### src/rtl/fplw_pkg.sv
// ----------------------------------------------------------------------------
// fplw_pkg
// Types and constants shared by the four-level page walker modules.
// ----------------------------------------------------------------------------
`timescale 1ns / 1ps
`default_nettype none

package fplw_pkg;

   // Physical address width of table entries and translated addresses.
   localparam int PHYS_BITS = 36;

   localparam int ADDR_BITS = 52;
   localparam int VA_BITS   = 48;
   localparam int TBASE_BITS = 36;

   localparam logic [ADDR_BITS-1:0] PHYS_MASK =
      ADDR_BITS'((64'd1 << PHYS_BITS) - 64'd1);
   localparam logic [ADDR_BITS-1:0] FRAME_4K = PHYS_MASK & ~ADDR_BITS'(64'hfff);
   localparam logic [ADDR_BITS-1:0] FRAME_2M = PHYS_MASK & ~ADDR_BITS'(64'h1f_ffff);
   localparam logic [ADDR_BITS-1:0] FRAME_1G = PHYS_MASK & ~ADDR_BITS'(64'h3fff_ffff);

   localparam logic OP_START    = 1'b0;
   localparam logic OP_RESPONSE = 1'b1;

   localparam logic KIND_READ = 1'b0;
   localparam logic KIND_DONE = 1'b1;

   // Level of the entry that the walk waits for.
   localparam logic [1:0] LVL_4 = 2'd0;
   localparam logic [1:0] LVL_3 = 2'd1;
   localparam logic [1:0] LVL_2 = 2'd2;
   localparam logic [1:0] LVL_1 = 2'd3;

   localparam int PRESENT_BIT = 0;
   localparam int SIZE_BIT    = 7;

   typedef struct packed {
      logic                  opcode;
      logic [TBASE_BITS-1:0] table_base;
      logic [VA_BITS-1:0]    virt_addr;
      logic [63:0]           mem_data;
   } req_type;

   typedef struct packed {
      logic                 result_kind;
      logic [ADDR_BITS-1:0] address;
      logic                 fault;
   } rsp_type;

   typedef struct packed {
      logic               busy;
      logic [1:0]         level;
      logic [VA_BITS-1:0] virt;
   } walk_state_type;

endpackage

`default_nettype wire

### src/rtl/fplw_step.sv
// ----------------------------------------------------------------------------
// fplw_step
// One step of the page walk: from a beat and the walk state, the next state
// and the result beat, if any.
// ----------------------------------------------------------------------------
`timescale 1ns / 1ps
`default_nettype none

module fplw_step (
   input  fplw_pkg::req_type        req,
   input  fplw_pkg::walk_state_type cur,
   output fplw_pkg::walk_state_type nxt,
   output logic                     emit,
   output fplw_pkg::rsp_type        rsp
);
   import fplw_pkg::*;

   function automatic logic [8:0] va_index(input logic [VA_BITS-1:0] va,
                                           input logic [1:0] lvl);
      logic [8:0] idx;
      case (lvl)
         LVL_4:   idx = va[47:39];
         LVL_3:   idx = va[38:30];
         LVL_2:   idx = va[29:21];
         LVL_1:   idx = va[20:12];
         default: idx = va[20:12];
      endcase
      return idx;
   endfunction

   logic [ADDR_BITS-1:0] base;
   logic [ADDR_BITS-1:0] entry;
   logic [ADDR_BITS-1:0] frame_4k;
   logic [ADDR_BITS-1:0] frame_2m;
   logic [ADDR_BITS-1:0] frame_1g;
   logic [1:0]           next_level;

   assign base       = {{(ADDR_BITS-TBASE_BITS){1'b0}}, req.table_base[TBASE_BITS-1:4],
                        4'b0};
   assign entry      = req.mem_data[ADDR_BITS-1:0];
   assign frame_4k   = entry & FRAME_4K;
   assign frame_2m   = entry & FRAME_2M;
   assign frame_1g   = entry & FRAME_1G;
   assign next_level = 2'(cur.level + 2'd1);

   always_comb begin
      nxt  = cur;
      emit = 1'b0;
      rsp  = '0;
      if (req.opcode == OP_START) begin
         nxt.busy        = 1'b1;
         nxt.level       = LVL_4;
         nxt.virt        = req.virt_addr;
         emit            = 1'b1;
         rsp.result_kind = KIND_READ;
         rsp.address     = (base + {40'b0, va_index(req.virt_addr, LVL_4), 3'b0})
                           & PHYS_MASK;
      end else if (cur.busy) begin
         emit = 1'b1;
         if (cur.level == LVL_1) begin
            nxt.busy        = 1'b0;
            nxt.level       = LVL_4;
            rsp.result_kind = KIND_DONE;
            if (frame_4k == '0) begin
               rsp.fault = 1'b1;
            end else begin
               rsp.address = (frame_4k + {40'b0, cur.virt[11:0]}) & PHYS_MASK;
            end
         end else if (!req.mem_data[PRESENT_BIT]) begin
            nxt.busy        = 1'b0;
            nxt.level       = LVL_4;
            rsp.result_kind = KIND_DONE;
            rsp.fault       = 1'b1;
         end else if (cur.level == LVL_3 && req.mem_data[SIZE_BIT]) begin
            nxt.busy        = 1'b0;
            nxt.level       = LVL_4;
            rsp.result_kind = KIND_DONE;
            rsp.address     = (frame_1g + {22'b0, cur.virt[29:0]}) & PHYS_MASK;
         end else if (cur.level == LVL_2 && req.mem_data[SIZE_BIT]) begin
            nxt.busy        = 1'b0;
            nxt.level       = LVL_4;
            rsp.result_kind = KIND_DONE;
            rsp.address     = (frame_2m + {31'b0, cur.virt[20:0]}) & PHYS_MASK;
         end else begin
            nxt.level       = next_level;
            rsp.result_kind = KIND_READ;
            rsp.address     = (frame_4k + {40'b0, va_index(cur.virt, next_level), 3'b0})
                              & PHYS_MASK;
         end
      end
   end

endmodule

`default_nettype wire

### src/rtl/four_level_page_walker.sv
// ----------------------------------------------------------------------------
// four_level_page_walker
// An accepted beat passes the input register, then the combinational step
// logic, into the result register. Throughput: one beat per cycle while
// rsp_stall does not hold a full result register.
// Reset: synchronous; the walk returns to idle and both stages empty.
// ----------------------------------------------------------------------------
`timescale 1ns / 1ps
`default_nettype none

module four_level_page_walker (
   input  logic              clock,
   input  logic              reset,
   input  logic              req_valid,
   output logic              req_stall,
   input  fplw_pkg::req_type req_data,
   output logic              rsp_valid,
   input  logic              rsp_stall,
   output fplw_pkg::rsp_type rsp_data
);
   import fplw_pkg::*;

   logic           in_valid_ff, in_valid_in;
   req_type        in_data_ff;
   walk_state_type state_ff;
   walk_state_type state_in;
   logic           out_valid_ff, out_valid_in;
   rsp_type        out_data_ff;
   logic           step_emit;
   rsp_type        step_rsp;
   logic           out_free;
   logic           advance;
   logic           accept;

   fplw_step u_step (
      .req  (in_data_ff),
      .cur  (state_ff),
      .nxt  (state_in),
      .emit (step_emit),
      .rsp  (step_rsp)
   );

   assign out_free  = !out_valid_ff || !rsp_stall;
   assign advance   = in_valid_ff && out_free;
   assign req_stall = in_valid_ff && !out_free;
   assign accept    = req_valid && !req_stall;

   always_comb begin
      in_valid_in = in_valid_ff;
      if (accept) begin
         in_valid_in = 1'b1;
      end else if (advance) begin
         in_valid_in = 1'b0;
      end
      out_valid_in = out_valid_ff;
      if (advance) begin
         out_valid_in = step_emit;
      end else if (!rsp_stall) begin
         out_valid_in = 1'b0;
      end
   end

   always_ff @(posedge clock) begin
      if (reset) begin
         in_valid_ff  <= 1'b0;
         out_valid_ff <= 1'b0;
         state_ff     <= '0;
      end else begin
         in_valid_ff  <= in_valid_in;
         out_valid_ff <= out_valid_in;
         if (advance) begin
            state_ff <= state_in;
         end
      end
   end

   // Payload registers load only when their stage takes a new beat.
   always_ff @(posedge clock) begin
      if (accept) begin
         in_data_ff <= req_data;
      end
      if (advance) begin
         out_data_ff <= step_rsp;
      end
   end

   assign rsp_valid = out_valid_ff;
   assign rsp_data  = out_data_ff;

endmodule

`default_nettype wire

### config.mk
export PLATFORM = sky130hd
export DESIGN_NAME = four_level_page_walker
export DESIGN_NICKNAME = d
export VERILOG_FILES = /design/src/rtl/fplw_pkg.sv /design/src/rtl/fplw_step.sv /design/src/rtl/four_level_page_walker.sv
export SDC_FILE = /design/constraint.sdc
export NUM_CORES = 1
export LEC_CHECK = 0
export ABC_AREA = 1
export BUFFER_PORTS_ARGS = -buffer_cell sky130_fd_sc_hd__buf_2
export CAP_MARGIN = 10
export CORE_MARGIN = 4
export CORE_UTILIZATION = 50
export DETAILED_ROUTE_END_ITERATION = 8
export PLACE_DENSITY = 0.84
export SLEW_MARGIN = 10
export SYNTH_ARGS = -nofsm -noshare
export SYNTH_HDL_FRONTEND = slang
export SYNTH_SLANG_ARGS = --single-unit
### constraint.sdc
create_clock -name clock -period 3.95 [get_ports clock]
set_input_delay 0.1975 -clock clock [delete_from_list [all_inputs] [get_ports clock]]
set_output_delay 0.1975 -clock clock [all_outputs]
set_load 0.005 [all_outputs]
* Yosys cells after proc, flatten, opt, wreduce, memory -nomap -nowiden
Index checks and enable logic that the tools add are counted.
Operators by class: $add $sub $neg 6, eq/ne operators 8, multiplexer cells 31, bitwise gates (word level) 1, reduce and logical (&&, ||, !) cells 16
Operator list (count):
- $add A36 B12 Y36 | 3
- $mux W53 | 2
- $mux W36 | 2
- $mux W9 | 7
- $mux W54 | 1
- $logic_not A52 Y1 | 1
- $mux W52 | 1
- $mux W37 | 1
- $add A36 B21 Y36 | 1
- $add A36 B30 Y36 | 1
- $pmux W9 S4 | 1
- $mux W3 | 5
- $mux W1 | 10
- $eq A2 B2 Y1 const B | 4
- $reduce_and A2 Y1 | 3
- $logic_and A1 B1 Y1 | 5
- $eq A2 B1 Y1 const B | 2
- $logic_not A1 Y1 | 4
- $ne A2 B1 Y1 const B | 2
- $add A2 B1 Y2 const B | 1
- $logic_not A2 Y1 | 1
- $mux W2 | 1
- $reduce_bool A2 Y1 | 1
- $logic_or A1 B1 Y1 | 1
- $not A1 Y1 | 1
Word-level totals: register bits after elaboration 228, input port bits 153

* Logic depth before layout (Yosys ltp)
depth after elaboration 16, depth in mapped cells 13

* Hierarchy
Synthesis repeated with hierarchy kept, for this count alone.
Second synthesis, totals: cell total of the unflattened synthesis 1252, area, all modules 11643.7 um^2
Modules (own cells, without submodules):
- four_level_page_walker | times used 1, cells each 550, area an instance 8469.4 um^2, seq. area each 7156.9 um^2
- fplw_step | times used 1, cells each 702, area an instance 3174.3 um^2, seq. area each 0.0 um^2

* Worst setup path after synthesis
Ideal clock, no wire load.
path type flip-flop to flip-flop, start point reg out_valid_ff (netlist: rsp_valid), end point reg in_data_ff[0] (netlist bit) (enable), setup time 0.461 ns, data arrival time 2.644 ns, required time 3.489 ns, slack 0.845 ns, cell stages (with the launch flop) 6, buffers on the path 0, clock period less this slack 3.105 ns, cells stage by stage dfxtp_1 > nand2_1 > nor2_1 > inv_1 > nand2_1 > inv_1
Between the ends: cells in the longest elaborated chain, start to end 6
Ends and longest elaborated chain:
- start: declaration | RTL line four_level_page_walker.sv:27 | logic out_valid_ff, out_valid_in;
- start signal: assignment | RTL line four_level_page_walker.sv:70 | out_valid_ff <= out_valid_in;
- $logic_not A1 Y1 | RTL line four_level_page_walker.sv:43 | assign out_free = !out_valid_ff || !rsp_stall;
- $logic_or A1 B1 Y1 | RTL line four_level_page_walker.sv:43
- $logic_not A1 Y1 | RTL line four_level_page_walker.sv:45 | assign req_stall = in_valid_ff && !out_free;
- $logic_and A1 B1 Y1 | RTL line four_level_page_walker.sv:45
- via req_stall | RTL line four_level_page_walker.sv:15 | output logic req_stall,
- $logic_not A1 Y1 | RTL line four_level_page_walker.sv:46 | assign accept = req_valid && !req_stall;
- $logic_and A1 B1 Y1 | RTL line four_level_page_walker.sv:46
- via accept | RTL line four_level_page_walker.sv:33 | logic accept;
- end signal: assignment | RTL line four_level_page_walker.sv:80 | in_data_ff <= req_data;
- end: declaration | RTL line four_level_page_walker.sv:24 | req_type in_data_ff;
The timed path passes the listed nets, and every way through them passes these cells. A chain may end at the register's enable or synchronous reset.

==> insert_results.sql <==
INSERT INTO impl_metrics (metric_group, metric, value, unit) VALUES
('run_status', 'run_status', 'finished clean', ''),
('layout', 'drive_gt1_share', '18.15', '%'),
('routing', 'route.met2.wl', '11.79', 'mm'),
('timing', 'timing.setup.tns', '0', 'ns'),
('layout', 'fillers', '1248', ''),
('worst_setup_path', 'reg2reg_slack', '1.67', 'ns'),
('power', 'power.density_cell_area', '411.7', 'nW/um^2'),
('cts', 'cts.sink_count', '189', ''),
('routing', 'route.layer.met1.wl', '9.368', 'mm'),
('routing', 'remaining_drc_errors', '0', ''),
('synthesis', 'synthFlopType', 'edfxtp_1', ''),
('floorplan', 'core_region_area', '16640', 'sq um'),
('routing', 'finalWirelength', '23.74', 'mm'),
('timing', 'final_min_period_over_clock_period', '57.84', '%'),
('timing', 'setup_viol', '0', ''),
('floorplan', 'chipHeight', '138.6', 'um'),
('routing', 'wl_met3', '1.996', 'mm'),
('cts', 'cts_max_level', '4', ''),
('power', 'total_switching_power', '1.172', 'mW'),
('layout', 'final_cell_mix', 'nand2_1, buf_2, edfxtp_1', ''),
('floorplan', 'ios', '209', ''),
('worst_setup_path', 'timing.critical_path.buf_inv', '0', ''),
('power', 'power.static_leakage', '4.685', 'nW'),
('cts', 'cts_resized', '0', ''),
('timing', 'whs', '0.1004', 'ns'),
('timing', 'slew_headroom', '35.95', '%'),
('cts', 'cts_hold_buffers', '107', ''),
('power', 'power.share.sequential', '51.0', '%'),
('synthesis', 'synth_seq_cells', '189', ''),
('cts', 'clock_tree_from_tritoncts', 'yes', ''),
('worst_setup_path', 'highest_cell_delay_on_the_worst_timing_path', '0.84', 'ns'),
('worst_setup_path', 'worst_path_dominant_cell_family', 'simple AND/OR/NAND/NOR gates', ''),
('routing', 'drtIter0Drc', '900', ''),
('synthesis', 'cell_count_after_synthesis', '883', ''),
('cts', 'numCtsBuffers', '17', ''),
('timing', 'timing.clock.skew', '0.01160', 'ns'),
('timing', 'hold_viol_final', '0', ''),
('synthesis', 'synth_area', '8529', 'sq um'),
('power', 'clockPowerShare', '38.5', '%'),
('layout', 'finish.utilization', '66.59', '%'),
('worst_setup_path', 'crit_slowest_cell', 'nor2_1', ''),
('synthesis', 'synth_cell_types', '39', ''),
('global_routing', 'gr-total-overflow', '0', ''),
('place', 'place_hpwl', '15.49', 'mm'),
('power', 'switching_share', '25.68', '%'),
('routing', 'route.detailed.wl_per_inst', '17.38', 'um'),
('synthesis', 'synth-seq-area-share', '61.38', '%'),
('routing', 'post_drt_antenna_nets', '0', ''),
('global_routing', 'grt_first_pass_wirelength', '36.43', 'mm'),
('timing', 'timing.final.max_slew_violations', '0', ''),
('worst_setup_path', 'arrival', '2.59', 'ns'),
('layout', 'syn2layout_area_growth', '29.93', '%'),
('power', 'cell_internal_pwr', '3.391', 'mW'),
('floorplan', 'die_w', '138.6', 'um'),
('worst_setup_path', 'start_kind', 'flop', ''),
('cts', 'clk_pin_slew_worst_paths', '0.08', 'ns'),
('routing', 'routed-via-count', '7309', ''),
('place', 'routabilityCongestion', '0.9175', ''),
('worst_setup_path', 'required', '4.26', 'ns'),
('timing', 'max_freq', '0.4377', 'GHz'),
('layout', 'diodes', '0', ''),
('timing', 'min_period', '2.285', 'ns'),
('routing', 'detailedRoute.firstPassIterationCount', '8', ''),
('global_routing', 'grt_max_degree', '71', ''),
('synthesis', 'yosys_warnings', '0', ''),
('layout', 'final_common_cell', 'nand2_1', ''),
('synthesis', 'async_reset_ff_share', '0', '%'),
('worst_setup_path', 'crit_top_cell', 'nand2_1', ''),
('worst_setup_path', 'worst_setup_path_end_kind', 'flop', ''),
('cts', 'clk-insertion-delay-late', '0.45', 'ns'),
('global_routing', 'track_usage', '24.20', '%');
-- area by class of cell --
cell class                 count  area [sq um]  area share [%]
multi-input combinational    568          2739           24.71
inverter                      95         361.6           3.263
sequential                   189          5235           47.24
tap                          220         275.3           2.484
clock buffer                  18         439.2           3.963
timing repair buffer         262          1859           16.78
clock inverter                14         172.7           1.558
-- synthesized netlist by cell type, types with 10 or more instances --
master / count / area [sq um]
inv_1: 91 / 341.6
edfxtp_1: 145 / 4354
a21oi_1: 34 / 170.2
nand3_1: 51 / 255.2
nor3_1: 10 / 50.05
dfxtp_1: 44 / 880.8
buf_4: 18 / 135.1
nand2_1: 230 / 863.3
nand4_1: 17 / 106.4
o22ai_1: 13 / 81.33
a211oi_1: 34 / 255.2
o21ai_1: 10 / 50.05
o21ai_0: 32 / 160.2
clkbuf_1: 16 / 60.06
nor2_1: 81 / 304.0
-- worst paths after layout --
check,from,endpoint,cells after the start
setup / recovery,in_data_ff[148],rsp_data[10],4
hold / removal,rsp_stall,rsp_valid,3
setup reg to reg,in_data_ff[148],rsp_data[10],4
hold reg to reg,state_ff[32],state_ff[32],2
-- worst register-to-register path, cell delays in order, from the launching register on --
cell and delay (ns):
edfxtp_1 0.57, nand2_1 0.36, nor2_1 0.84, nand2_1 0.27
nand2_1 0.12
-- power groups by stage --
stage | Combinational [mW] | Sequential (mW) | Clock, mW
5_1_grt | 0.526 | 2.33 | 1.84
4_1_cts | 0.468 | 2.32 | 1.76
3_5_place_dp | 0.383 | 2.37 | 0
6_report | 0.479 | 2.33 | 1.76
2_1_floorplan | 0.247 | 2.35 | 0
3_3_place_gp | 0.373 | 2.37 | 0
-- metrics by stage --
step                      setup slack, ns  power (mW)  area, sq um  std cells
after global routing                1.534       4.703        11080       1366
after CTS                           1.724       4.551        11080       1366
after global placement              1.758       2.738         9399       1227
after floorplan                    0.8451       2.595         8586        898
final                               1.665       4.562        11080       1366
after detailed placement            1.737       2.749         9399       1227
-- cells by family after synthesis --
logic type / after synthesis / share of synthesized area (%)
AND/OR/NAND/NOR: 411 / 20.49
flip-flops: 189 / 61.38
buffers and inverters: 141 / 7.291
AO/OA/AOI/OAI: 130 / 9.183
adder cells (fa/ha/maj): 9 / 1.408
XOR/XNOR: 2 / 0.2054
other: 1 / 0.04397
-- flip-flops by register name (all words and copies together), names as in the netlist --
signal and count:
in_valid_ff 1, rsp_data 38, in_data_ff 107, state_ff 42, rsp_valid 1
-- layer usage --
metal  GRT usage (%)  vias to the layer above
li1                -                     3473
met1           31.43                     3433
met2           41.14                      360
met3           4.828                       43
met4           7.827                        0
met5               0                        -
Power figures use the tool's default switching activity.
